===== config.mk =====
export PLATFORM = sky130hd
export DESIGN_NAME = playfair_digraph_encrypt
export DESIGN_NICKNAME = d
export VERILOG_FILES = /design/src/hdl/pf_enc_pkg.sv /design/src/hdl/playfair_digraph_encrypt.sv
export SDC_FILE = /design/constraint.sdc
export NUM_CORES = 1
export LEC_CHECK = 0
export BUFFER_PORTS_ARGS = -buffer_cell sky130_fd_sc_hd__buf_2
export CORE_MARGIN = 2
export CORE_UTILIZATION = 60
export CTS_CLUSTER_SIZE = 20
export DETAILED_ROUTE_END_ITERATION = 16
export PLACE_DENSITY = 0.79
export SLEW_MARGIN = 20
export SYNTH_ARGS = -nofsm -noshare
export SYNTH_HDL_FRONTEND = slang
export SYNTH_SLANG_ARGS = --single-unit
export TNS_END_PERCENT = 50

===== constraint.sdc =====
create_clock -name clk -period 7.8 [get_ports clk]
set_input_delay 0 -clock clk [delete_from_list [all_inputs] [get_ports clk]]
set_output_delay 0 -clock clk [all_outputs]
set_load 0.02 [all_outputs]

===== src/hdl/pf_enc_pkg.sv =====
package pf_enc_pkg;

  localparam int SIDE      = 5;
  localparam int CELLS     = SIDE * SIDE;
  localparam int CODE_W    = 5;
  localparam int POS_W     = 3;
  localparam int IDX_W     = 5;
  localparam int ROWS2_W   = 2 * SIDE * CODE_W;
  localparam int ROW_W     = SIDE * CODE_W;
  localparam int CFG_IDX_W = 2;

  // Letter codes, A=0 .. Z=25
  localparam logic [CODE_W-1:0] LETTER_I = 5'd8;
  localparam logic [CODE_W-1:0] LETTER_J = 5'd9;
  localparam logic [CODE_W-1:0] LETTER_X = 5'd23;

  // Configuration register indexes
  localparam logic [CFG_IDX_W-1:0] REG_KEY_TOP    = 2'd0;
  localparam logic [CFG_IDX_W-1:0] REG_KEY_MIDDLE = 2'd1;
  localparam logic [CFG_IDX_W-1:0] REG_KEY_BOTTOM = 2'd2;

  typedef logic [CODE_W-1:0] code_t;

  // Key square, entry k = row*5 + col
  typedef logic [CELLS-1:0][CODE_W-1:0] square_t;

  typedef struct packed {
    logic               found;
    logic [POS_W-1:0]   row;
    logic [POS_W-1:0]   col;
  } loc_t;

  typedef struct packed {
    code_t c0;
    code_t c1;
    logic  miss;
  } pair_t;

  function automatic code_t fold_j(input code_t ch);
    fold_j = (ch == LETTER_J) ? LETTER_I : ch;
  endfunction

  function automatic logic [POS_W-1:0] inc_wrap(input logic [POS_W-1:0] x);
    inc_wrap = (x == POS_W'(SIDE - 1)) ? '0 : x + POS_W'(1);
  endfunction

  function automatic code_t square_at(input square_t sq, input logic [POS_W-1:0] r,
                                      input logic [POS_W-1:0] c);
    logic [IDX_W-1:0] k;
    k = IDX_W'(r) * IDX_W'(SIDE) + IDX_W'(c);
    square_at = sq[k];
  endfunction

  // 25 parallel compares; scanning backward lets the first row-major match win
  function automatic loc_t locate(input square_t sq, input code_t ch);
    loc_t l;
    l = '0;
    for (int r = SIDE - 1; r >= 0; r--) begin
      for (int c = SIDE - 1; c >= 0; c--) begin
        if (sq[IDX_W'(r * SIDE + c)] == ch) begin
          l.found = 1'b1;
          l.row   = POS_W'(r);
          l.col   = POS_W'(c);
        end
      end
    end
    locate = l;
  endfunction

  function automatic pair_t cipher_pair(input square_t sq, input code_t a, input code_t b);
    loc_t             la;
    loc_t             lb;
    logic [POS_W-1:0] r1;
    logic [POS_W-1:0] c1;
    logic [POS_W-1:0] r2;
    logic [POS_W-1:0] c2;
    pair_t            p;
    la = locate(sq, a);
    lb = locate(sq, b);
    r1 = la.row;
    c1 = la.col;
    r2 = lb.row;
    c2 = lb.col;
    if (la.row == lb.row) begin
      c1 = inc_wrap(la.col);
      c2 = inc_wrap(lb.col);
    end else if (la.col == lb.col) begin
      r1 = inc_wrap(la.row);
      r2 = inc_wrap(lb.row);
    end else begin
      c1 = lb.col;
      c2 = la.col;
    end
    if (la.found && lb.found) begin
      p.c0   = square_at(sq, r1, c1);
      p.c1   = square_at(sq, r2, c2);
      p.miss = 1'b0;
    end else begin
      p.c0   = a;
      p.c1   = b;
      p.miss = 1'b1;
    end
    cipher_pair = p;
  endfunction

endpackage


===== src/hdl/playfair_digraph_encrypt.sv =====
// Channel  | Direction | Handshake              | Payload
// in_      | input     | in_valid / in_ready    | in_letter[4:0], in_message_end
// out_     | output    | out_valid / out_ready  | out_cipher_letter[4:0], out_pair_last,
//          |           |                        | out_not_in_square
// cfg_     | input     | cfg_valid / cfg_ready  | cfg_index[1:0], cfg_data[49:0]
//
// One letter is taken per cycle while in_ready is high. A pair is ciphered in the cycle
// its second letter (or an end-marked odd letter) is taken, is registered in the output
// or skid slot and goes out one per cycle while out_ready is high, first then second.
// Output pair slot plus one skid pair: in_ready drops only while the skid slot is full.
// Reset (rst_n low, synchronous) clears the key square, the held letter and both slots.
// cfg_ready is always high.
module playfair_digraph_encrypt (
  input  logic                                  clk,
  input  logic                                  rst_n,
  input  logic                                  in_valid,
  output logic                                  in_ready,
  input  logic [pf_enc_pkg::CODE_W-1:0]         in_letter,
  input  logic                                  in_message_end,
  output logic                                  out_valid,
  input  logic                                  out_ready,
  output logic [pf_enc_pkg::CODE_W-1:0]         out_cipher_letter,
  output logic                                  out_pair_last,
  output logic                                  out_not_in_square,
  input  logic                                  cfg_valid,
  output logic                                  cfg_ready,
  input  logic [pf_enc_pkg::CFG_IDX_W-1:0]      cfg_index,
  input  logic [pf_enc_pkg::ROWS2_W-1:0]        cfg_data
);
  import pf_enc_pkg::*;

  logic [ROWS2_W-1:0] key_top_r;
  logic [ROWS2_W-1:0] key_mid_r;
  logic [ROW_W-1:0]   key_bot_r;
  square_t            square;

  code_t held_letter_r;
  logic  held_valid_r;

  logic  main_valid_r;
  logic  main_phase_r;
  pair_t main_pair_r;
  logic  skid_valid_r;
  pair_t skid_pair_r;

  code_t ch_fold;
  code_t pair_a;
  code_t pair_b;
  pair_t new_pair;
  logic  in_fire;
  logic  pair_fire;
  logic  out_fire;
  logic  main_free;

  // Configuration writes
  assign cfg_ready = 1'b1;

  always_ff @(posedge clk) begin
    if (!rst_n) begin
      key_top_r <= '0;
      key_mid_r <= '0;
      key_bot_r <= '0;
    end else if (cfg_valid && cfg_ready) begin
      case (cfg_index)
        REG_KEY_TOP:    key_top_r <= cfg_data;
        REG_KEY_MIDDLE: key_mid_r <= cfg_data;
        REG_KEY_BOTTOM: key_bot_r <= cfg_data[ROW_W-1:0];
        default: ;
      endcase
    end
  end

  assign square = {key_bot_r, key_mid_r, key_top_r};

  // Pair formation and cipher lookup
  assign ch_fold   = fold_j(in_letter);
  assign pair_a    = held_valid_r ? held_letter_r : ch_fold;
  assign pair_b    = held_valid_r ? ch_fold : LETTER_X;
  assign new_pair  = cipher_pair(square, pair_a, pair_b);

  assign in_ready  = !skid_valid_r;
  assign in_fire   = in_valid && in_ready;
  assign pair_fire = in_fire && (held_valid_r || in_message_end);
  assign out_fire  = out_valid && out_ready;
  assign main_free = !main_valid_r || (out_fire && main_phase_r);

  // Held first letter
  always_ff @(posedge clk) begin
    if (!rst_n) begin
      held_valid_r  <= 1'b0;
      held_letter_r <= '0;
    end else if (in_fire) begin
      if (held_valid_r) begin
        held_valid_r  <= 1'b0;
        held_letter_r <= '0;
      end else if (!in_message_end) begin
        held_valid_r  <= 1'b1;
        held_letter_r <= ch_fold;
      end
    end
  end

  // Output pair slot and skid slot
  always_ff @(posedge clk) begin
    if (!rst_n) begin
      main_valid_r <= 1'b0;
      main_phase_r <= 1'b0;
      skid_valid_r <= 1'b0;
    end else begin
      if (main_free) begin
        main_phase_r <= 1'b0;
        if (skid_valid_r) begin
          main_valid_r <= 1'b1;
          skid_valid_r <= 1'b0;
        end else begin
          main_valid_r <= pair_fire;
        end
      end else begin
        if (out_fire) begin
          main_phase_r <= 1'b1;
        end
        if (pair_fire) begin
          skid_valid_r <= 1'b1;
        end
      end
    end
  end

  // Payload, no reset
  always_ff @(posedge clk) begin
    if (main_free) begin
      main_pair_r <= skid_valid_r ? skid_pair_r : new_pair;
    end
    if (!main_free && pair_fire) begin
      skid_pair_r <= new_pair;
    end
  end

  assign out_valid         = main_valid_r;
  assign out_cipher_letter = main_phase_r ? main_pair_r.c1 : main_pair_r.c0;
  assign out_pair_last     = main_phase_r;
  assign out_not_in_square = main_pair_r.miss;

  // Checks
  a_skid_needs_main: assert property (@(posedge clk) disable iff (!rst_n)
    skid_valid_r |-> main_valid_r)
    else $error("skid pair held while output slot empty");

  a_phase_needs_main: assert property (@(posedge clk) disable iff (!rst_n)
    main_phase_r |-> main_valid_r)
    else $error("second-letter phase with no pair");

  a_second_follows: assert property (@(posedge clk) disable iff (!rst_n)
    (out_fire && !out_pair_last) |=> (out_valid && out_pair_last))
    else $error("first letter of pair not followed by second");

  a_held_cleared: assert property (@(posedge clk) disable iff (!rst_n)
    (in_fire && held_valid_r) |=> !held_valid_r)
    else $error("held letter survived pair completion");

  a_pair_lands: assert property (@(posedge clk) disable iff (!rst_n)
    (pair_fire && !main_free) |=> skid_valid_r)
    else $error("pair lost while output slot busy");

endmodule


Word level (Yosys, flattened, before mapping)
Cells that the tools add are included.
{"block": "totals", "regBits": 156, "input_bits": 63, "out_inout_bits": 10}
{"block": "classes", "add_sub_neg": 6, "n_mul": 2, "n_lt_le_gt_ge": 2, "eq_ne": 44, "n_mux": 61, "n_bitwise": 1, "n_reduce_logical": 17}
{"operator": "$mux W7", "n": 34}
{"operator": "$eq A5 B5 Y1", "n": 32}
{"operator": "$bmux W5 S5", "n": 2}
{"operator": "$mux W5", "n": 8}
{"operator": "$mux W3", "n": 12}
{"operator": "$mux W11", "n": 2}
{"operator": "$add A3 B1 Y3 const B", "n": 4}
{"operator": "$eq A3 B3 Y1 const B", "n": 4}
{"operator": "$lt A5 B6 Y1 const B", "n": 2}
{"operator": "$add A5 B3 Y5", "n": 2}
{"operator": "$eq A5 B5 Y1 const A", "n": 2}
{"operator": "$mul A3 B3 Y5 const B", "n": 2}
{"operator": "$reduce_and A2 Y1", "n": 4}
{"operator": "$eq A3 B3 Y1", "n": 2}
{"operator": "$logic_and A1 B1 Y1", "n": 6}
{"operator": "$eq A5 B4 Y1 const B", "n": 1}
{"operator": "$logic_not A1 Y1", "n": 3}
{"operator": "$mux W1", "n": 3}
{"operator": "$eq A2 B1 Y1 const B", "n": 1}
{"operator": "$eq A2 B2 Y1 const B", "n": 1}
{"operator": "$logic_not A2 Y1", "n": 1}
{"operator": "$logic_or A1 B1 Y1", "n": 2}
{"operator": "$ne A2 B1 Y1 const B", "n": 1}
{"operator": "$reduce_or A2 Y1", "n": 1}
{"operator": "$not A1 Y1", "n": 1}

Logic depth before layout (Yosys ltp)
Gate-level depths: netlist of the first run.
{"block": "depth", "depth_word": 31, "depth_mapped": 25}

Least setup slack after synthesis of the first run
OpenSTA, ideal clock, no wires.
{"block": "synth_timing", "path_type": "register to register", "start": "reg held_valid_r", "end": "reg main_pair_r[10] (netlist bit), data pin", "setup_time_ns": 0.272, "t_arrival_ns": 5.669, "required_ns": 7.528, "slack_ns": 1.859, "stages_incl_launch_ff": 24, "path_buffers": 4, "period_less_slack_ns": 5.941, "path_cell_list": "dfxtp_1 buf_6 mux2i_4 buf_8 xnor2_1 nor4_4 a221oi_2 a2111oi_4 o211ai_2 xor2_1 nor3_2 buf_6 nand2_1 nor2_2 mux2_2 ha_1 ha_1 inv_1 fa_1 xor2_1 clkbuf_1 mux4_2 nor3_1 o31ai_2"}
{"block": "synth_between", "elab_chain_cells": 29, "word_cells_on_any_way": 89, "classes_between": "3 x add/sub; 1 x mul; 38 x eq/ne; 46 x mux; 1 x reduce/logical"}
{"element": "start, declared", "line": "playfair_digraph_encrypt.sv:38", "text": "logic held_valid_r;"}
{"element": "start signal, assigned", "line": "playfair_digraph_encrypt.sv:90", "text": "held_valid_r <= 1'b0;"}
{"element": "start signal, assigned", "line": "playfair_digraph_encrypt.sv:94", "text": "held_valid_r <= 1'b0;"}
{"element": "start signal, assigned", "line": "playfair_digraph_encrypt.sv:97", "text": "held_valid_r <= 1'b1;"}
{"element": "$mux W5", "line": "playfair_digraph_encrypt.sv:77", "text": "assign pair_a = held_valid_r ? held_letter_r : ch_fold;"}
{"element": "$eq A5 B5 Y1", "line": "pf_enc_pkg.sv:60", "text": "if (sq[IDX_W'(r * SIDE + c)] == ch) begin"}
{"element": "$mux W7 (17 in series)", "line": "pf_enc_pkg.sv:60"}
{"element": "$add A3 B1 Y3 / $eq A3 B3 Y1 (equally long branches)", "line": "pf_enc_pkg.sv:44", "text": "inc_wrap = (x == POS_W'(SIDE - 1)) ? '0 : x + POS_W'(1);"}
{"element": "$mux W3", "line": "pf_enc_pkg.sv:44"}
{"element": "$mux W3", "line": "pf_enc_pkg.sv:87", "text": "end else if (la.col == lb.col) begin"}
{"element": "$mux W3", "line": "pf_enc_pkg.sv:84", "text": "if (la.row == lb.row) begin"}
{"element": "$mul A3 B3 Y5", "line": "pf_enc_pkg.sv:50", "text": "k = IDX_W'(r) * IDX_W'(SIDE) + IDX_W'(c);"}
{"element": "$add A5 B3 Y5", "line": "pf_enc_pkg.sv:50"}
{"element": "$bmux W5 S5", "line": "pf_enc_pkg.sv:51", "text": "square_at = sq[k];"}
{"element": "$mux W5 (implied by the code)", "line": "pf_enc_pkg.sv:51"}
{"element": "$mux W11 (*)", "line": "pf_enc_pkg.sv:94", "text": "if (la.found && lb.found) begin"}
{"element": "$mux W11 (*)", "line": "playfair_digraph_encrypt.sv:132", "text": "main_pair_r <= skid_valid_r ? skid_pair_r : new_pair;"}
{"element": "end signal, assigned", "line": "playfair_digraph_encrypt.sv:132"}
{"element": "end, declared", "line": "playfair_digraph_encrypt.sv:42", "text": "pair_t main_pair_r;"}
Mark *: on every way between the ends. The rest lies on a longest branch, timed or not. The select of a mux whose other input is x is not followed.
A chain may end at the register's enable or synchronous reset.

Final worst setup path of the first run
{"block": "layout_timing", "start": "reg held_valid_r", "end": "reg main_pair_r[7] (netlist bit), data pin"}
The elaborated chain is that of the path after synthesis.

==> impl_metrics.yaml, run 1 <==
placement:
  dpl_cell_area_um2: 12400
  place_hpwl_um: 27600
  port_buffers: 70
  gp_congestion: 1.06
global_route:
  overflow: 0
  grt_max_degree: 135
  grt_pass1_vias: 10500
  grt_use_total_pct: 38.2
  antenna_found_initial: 2
  grt_first_pass_wirelength_um: 62500
synthesis:
  syn_nets: 1441
  avgSynthCellArea_um2: 8.97
  syn_inst: 1354
  synth_area_leaders: "dfxtp_1, mux4_2, nand2_1, a21boi_0, xnor2_1"
  ys.flop_type: "dfxtp_1"
  ys_warn_count: 0
  synthArstFlopShare_pct: 0
  synth_most_common_cell: "nand2_1"
  ys_seq_elements: 154
  synth-seq-area-share_pct: 27.0
  synth_edf_count: 20
  synth_top_area_cell: "dfxtp_1"
  yosysUniqueCellTypes: 96
  syn_area_um2: 12100
  ys_top_cells_by_count: "nand2_1, dfxtp_1, a21boi_0"
  synth_top_area_share_pct: 22.1
cts:
  clk_path_buf_depth: 2
  cts_buffers: 17
  htree_levels: 4
  cts_tree: "yes"
  clkSlewWorstSetupHoldPaths_ns: 0.07
  post-cts-setup-buffer-count: 0
  clockRootBuffer: "clkbuf_16"
  clk_latency_ns: 0.44
  cts.sinks: 154
final_layout:
  antenna_cells: 0
  drive_gt1_share_pct: 19.1
  area_growth_pct: 11.8
  nNetsFinal: 1473
  stdcell_area_um2: 13600
route:
  dr.pass1.iters: 8
  num_vias: 11400
  routed_via_density: 6.81
  drtIter0Drc: 1657
  antenna_left: 0
  postRouteWirelength_um: 40700
  drc: 0
  routedWlPerCell_um: 24.4
flow_run:
  maxCapViolCount: 0
critical_path:
  cpLargestDelayFamily: "multiplexers"
  slowest_stage: "ha_2"
  r2r_cells: 17
  cp_slowest_stage_delay_ns: 1.07
  cp_cell_sequence: "mux2i_4, xnor2_1, nor4_1, a221o_1, o2bb2ai_1, o21ai_0, and4_1, nor3_2, buf_4, nand2_1, nor2_2, xor2_1, ha_2, mux4_2, mux4_2, nor3_1, o31ai_2"
  rrSetupSlack_ns: 0.49
  crit_type: "register to register"
  r2r-start: "held_valid_r"
  cp.depth: 17
  path_buf_inv: 1
  arrival_ns: 7.47
  crit_top_cell: "mux4_2"
  end_kind: "register"
  critPathMaxFanout: 32
  worstSetupStartpoint: "held_valid_r"
  crit_required_ns: 7.96
  start_kind: "register"
  cp-endpoint: "main_pair_r[7]"
  rr_endpoint: "main_pair_r[7]"
sta:
  setup_viol_count_final: 0
  tns_ns: 0
  maxSlewViolCount: 0
  fmax_mhz: 137
  slew_headroom_pct: 29.8
  timing.final.crit_share_pct: 93.7
  tightestPinTransition_ns: 1.05
  skew_ns: 0.0143
  hold_viol: 0
  fin_crit_ns: 7.31
  rsz0062_at_grt: "no"
floorplan:
  die_w_um: 146
  num_rows: 52
  initial_core_util_pct: 60.6
  ios: 73
  dieArea_um2: 21400
  core_region_area_um2: 20000
  die_h_um: 146
pwr:
  peakVddDrop_v: 0.000212
  leakage_nw: 4.72
  powerDensity_nw_per_um2: 255
worst_hold_path:
  hp-class: "input pin to register"
status:
  outcome: "complete, no violations"
through the flow:
step,setup WS [ns],hold WS (ns),cells,total power (W),utilization (%)
finish,0.490,0.0639,1669,0.00347,67.7
global route,0.0239,0.0768,1669,0.00359,67.7
CTS,0.350,0.0410,1667,0.00340,67.5
detailed placement,0.492,0.275,1583,0.00254,61.8
global placement,0.667,0.268,1583,0.00251,61.8
floorplan,1.86,0.145,1354,0.00215,-
worst min path at each step:
stage                    end            from  cells past startpoint  slack, ns
6_report           out_valid  in_message_end                      4       0.06
5_1_grt            out_valid  in_message_end                      4       0.08
4_1_cts            out_valid  in_message_end                      4       0.04
3_5_place_dp   key_mid_r[46]    cfg_data[46]                      3       0.27
3_3_place_gp   key_top_r[46]    cfg_data[46]                      3       0.27
2_1_floorplan  key_mid_r[16]    cfg_data[16]                      2       0.14
power by group:
group / leakage, nW / switching, W / internal [W] / total [W]
sequential: 1.30 / 0.0000652 / 0.000888 / 0.000953
clock: 0.297 / 0.000403 / 0.000451 / 0.000855
combinational: 3.13 / 0.000930 / 0.000727 / 0.00166
total: 4.72 / 0.00140 / 0.00207 / 0.00347
cell type report:
cell class,instances,area (um2)
Sequential cell,154,3280
Clock buffer,18,450
Fill cell,1555,6470
Inverter,36,135
Tap cell,270,338
Timing Repair Buffer,141,1030
Multi-Input combinational cell,1036,8170
Clock inverter,14,166
sequential cells by signal, indices dropped and copies added, names as in the netlist:
signal and count:
key_mid_r 50, key_top_r 50, key_bot_r 25, main_pair_r 10, skid_pair_r 10, held_letter_r 5
held_valid_r 1, out_pair_last 1, out_valid 1, skid_valid_r 1
cells by family (layout without fill, tap and decap cells):
family / Yosys count / in the layout / synth area share, %
fa+ha+maj: 24 / 24 / 2.60
simple gates: 490 / 490 / 19.8
other cells: 2 / 2 / 0.0619
buf+inv: 164 / 209 / 5.99
compound gates: 302 / 302 / 20.0
xor+xnor: 125 / 125 / 9.02
mux: 93 / 93 / 15.5
flops: 154 / 154 / 27.0
tightest hold or removal path, stage by stage:
cell and delay (ns):
buf_2 0.19, o21ai_0 0.10, nand2_1 0.08, o21a_1 0.10
timing repair:
item                       in CTS  in global routing
hold buffers                   52                  0
hold endpoints to repair      128                  0
resized for setup               0                  2
setup endpoints to repair       0                 14
metal layers:
metal  track usage [%]  wire length [um]  part of all wire [%]
met1              50.9             15300                    38
met2              58.7             18100                    44
met3              8.38              4650                    11
met4              20.1              2670                   6.5
met5                 0                26                 0.064
layout by cell type (no fill, tap or decap), drive strengths merged, types with 20 or more instances in the layout:
master,count
a21oi,21
nor3,29
dlygate4sd3,52
xor2,50
buf,89
nor2,32
ha,22
inv,44
nor4,31
nand2b,29
xnor2,75
edfxtp,20
a21boi,130
dfxtp,134
mux4,70
nand2,303
o32ai,29
(Power assumes the default switching activity.)
==> run 2: changes to the inputs <==
--- a/config.mk
+++ b/config.mk
@@ -5,13 +5,14 @@
 export SDC_FILE = /design/constraint.sdc
 export NUM_CORES = 1
 export LEC_CHECK = 0
+export ABC_AREA = 1
 export BUFFER_PORTS_ARGS = -buffer_cell sky130_fd_sc_hd__buf_2
 export CORE_MARGIN = 2
 export CORE_UTILIZATION = 60
 export CTS_CLUSTER_SIZE = 20
 export DETAILED_ROUTE_END_ITERATION = 16
 export PLACE_DENSITY = 0.79
-export SLEW_MARGIN = 20
+export SLEW_MARGIN = 30
 export SYNTH_ARGS = -nofsm -noshare
 export SYNTH_HDL_FRONTEND = slang
 export SYNTH_SLANG_ARGS = --single-unit
==> run 2 against run 1 <==
  * Count of clock-buffer cells in the layout shrank 1
  * Via count rose by 11%
  * Utilization up 1.9 points
  * Sequential cell count is the same
  * Register-to-register slack better by 0.07 ns
  * Largest cell class unchanged
  * Global-route usage grew 6.8 points
==> impl_metrics.yaml, run 2 <==
sta:
  fin_crit_ns: 7.24
  tns_ns: 0
  maxSlewViolCount: 0
  hold_viol: 0
  setup_ws_ns: 0.563
  hold_ws_ns: 0.0121
  skew_ns: 0.0115
  rsz0062_at_grt: "no"
  tightestPinTransition_ns: 0.965
  timing.final.crit_share_pct: 92.8
  setup_viol_count_final: 0
  slew_headroom_pct: 35.6
  fmax_mhz: 138
floorplan:
  die_h_um: 139
  initial_core_util_pct: 61.1
  core_region_area_um2: 18000
  ios: 73
  num_rows: 49
  dieArea_um2: 19400
  die_w_um: 139
route:
  routedWlPerCell_um: 22.2
  wl_met1_um: 16500
  drtIter0Drc: 1819
  routed_via_density: 6.32
  antenna_left: 0
  num_vias: 12600
  drc: 0
  postRouteWirelength_um: 44400
  wl_met3_um: 5750
  top_layer: "met5"
  dr.pass1.iters: 5
  wl_met2_um: 19300
global_route:
  overflow: 0
  grt_pass1_vias: 11400
  grt_first_pass_wirelength_um: 67200
  antenna_found_initial: 2
  grt_use_total_pct: 45.0
  grt_max_degree: 98
critical_path:
  start_kind: "register"
  path_buf_inv: 7
  critPathMaxFanout: 16
  crit_required_ns: 8.12
  end_kind: "register"
  slowest_stage: "dfxtp_1"
  r2r-start: "held_valid_r"
  arrival_ns: 7.56
  crit_type: "register to register"
  cpLargestDelayFamily: "simple AND/OR/NAND/NOR gates"
  rrSetupSlack_ns: 0.56
  cp_slowest_stage_delay_ns: 0.71
  r2r_cells: 34
  rr_endpoint: "main_pair_r[7]"
  crit_top_cell: "nand2_1"
final_layout:
  drive_gt1_share_pct: 8.93
  nFillCells: 1570
  nNetsFinal: 1843
  final_cell_mix: "nand2_1, o21ai_0, a21oi_1"
  top_regs: "key_mid_r (50), key_top_r (50), key_bot_r (25)"
  area_growth_pct: 13.9
  final_common_cell: "nand2_1"
  seqCellArea_um2: 3280
  multiInputGateArea_um2: 6630
  finish.utilization_pct: 69.6
synthesis:
  yosysUniqueCellTypes: 48
  syn_nets: 1778
  synth_top_area_share_pct: 24.4
  ys_warn_count: 0
  synthArstFlopShare_pct: 0
  ys_seq_elements: 154
  syn_inst: 1691
  synth_edf_count: 20
  ys_top_cells_by_count: "nand2_1, o21ai_0, a21oi_1"
  synth-seq-area-share_pct: 29.9
  syn_area_um2: 11000
  synth_top_area_cell: "dfxtp_1"
  synth_most_common_cell: "nand2_1"
  synth_area_leaders: "dfxtp_1, o21ai_0, nand2_1, a21oi_1, xor2_1"
  avgSynthCellArea_um2: 6.49
  ys.flop_type: "dfxtp_1"
worst_hold_path:
  min_to: "key_bot_r[13]"
  hp-class: "input pin to register"
  min-delay-start: "cfg_data[13]"
  whs_path_depth: 3
cts:
  cts_buffers: 17
  cts.sinks: 154
  clk_latency_ns: 0.46
  clkSlewWorstSetupHoldPaths_ns: 0.08
  clk_path_buf_depth: 2
  clockRootBuffer: "clkbuf_16"
  htree_levels: 4
  cts_tree: "yes"
status:
  outcome: "complete, no violations"
placement:
  gp_congestion: 1.04
  post-place-ws_ns: 0.851
  port_buffers: 70
  place_hpwl_um: 31200
flow_run:
  maxCapViolCount: 0
## run 2: changes by cell type after synthesis, moves of 18 or more
cell / previous run / this run
xnor2_1: 75 / 4
xor2_1: 50 / 91
nand3_1: 12 / 92
buf_1: 23 / 1
o32ai_1: 29 / 0
nand4_1: 5 / 23
nand2b_1: 29 / 0
o21ai_0: 14 / 259
a21oi_1: 21 / 224
mux4_2: 70 / 0
a21boi_0: 129 / 0
inv_1: 36 / 167
nor2_1: 30 / 108
## run 2: worst max-delay path by stage
stage / endpoint / slack [ns] / cells after the start / from
finish: main_pair_r[7] / 0.56 / 34 / held_valid_r
global route: main_pair_r[7] / 0.16 / 34 / held_valid_r
CTS: main_pair_r[6] / 0.82 / 35 / held_valid_r
detailed placement: main_pair_r[6] / 0.85 / 35 / held_valid_r
global placement: main_pair_r[7] / 1.05 / 34 / held_valid_r
floorplan: skid_pair_r[3] / 2.93 / 31 / held_valid_r
## run 2: cells by family (layout without fill, tap and decap cells)
kind of cell / Yosys count / after routing / share of synthesized area [%]
adder cells (fa/ha/maj): 24 / 24 / 2.87
buffers and inverters: 275 / 353 / 9.96
other: 2 / 3 / 0.0684
AND/OR/NAND/NOR: 606 / 606 / 24.3
AO/OA/AOI/OAI: 535 / 535 / 25.3
flip-flops: 154 / 154 / 29.9
XOR/XNOR: 95 / 95 / 7.58
## run 2: through the flow
| stage | cell area (um2) | cells |
|---|---|---|
| floorplan | 11000 | 1691 |
| global placement | 11300 | 1907 |
| detailed placement | 11300 | 1907 |
| CTS | 12500 | 1998 |
| global route | 12500 | 1998 |
| finish | 12500 | 1999 |
## run 2: layer usage
| layer | up-vias | track usage (%) |
|---|---|---|
| met1 | 5689 | 57.9 |
| met5 | - | 0 |
| met2 | 941 | 70.0 |
| met4 | 4 | 23.6 |
| li1 | 5780 | - |
| met3 | 213 | 11.0 |
## run 2: layout make-up
cell class                 count  area share [%]
inverter                     175            5.25
timing repair buffer         146            8.54
tap                          229            2.29
antenna                        1          0.0200
multi-input combinational   1262            53.0
clock buffer                  17            3.40
clock inverter                15            1.24
sequential                   154            26.3
## run 2: repair_timing
action                                 CTS  global route
hold buffers                            59             0
endpoints found under the hold margin  124             0
setup buffers                            0             0
resized for setup                        0             0
## run 2: worst reg2reg max path, delay by kind of cell (launching register included)
family                     cells  cell delay [ns]
and+or+nand+nor               19             2.77
xor gates and xnor gates       1             0.23
buffers and inverters          7             1.34
adders and majority gates      3             1.04
AOI/OAI and AO/OA              4             1.01
DFF                            1             0.71
Power of run 2 is left out: the tool's default activity adds up to more than one toggle a clock period on the data nets, which glitch-free logic cannot reach.
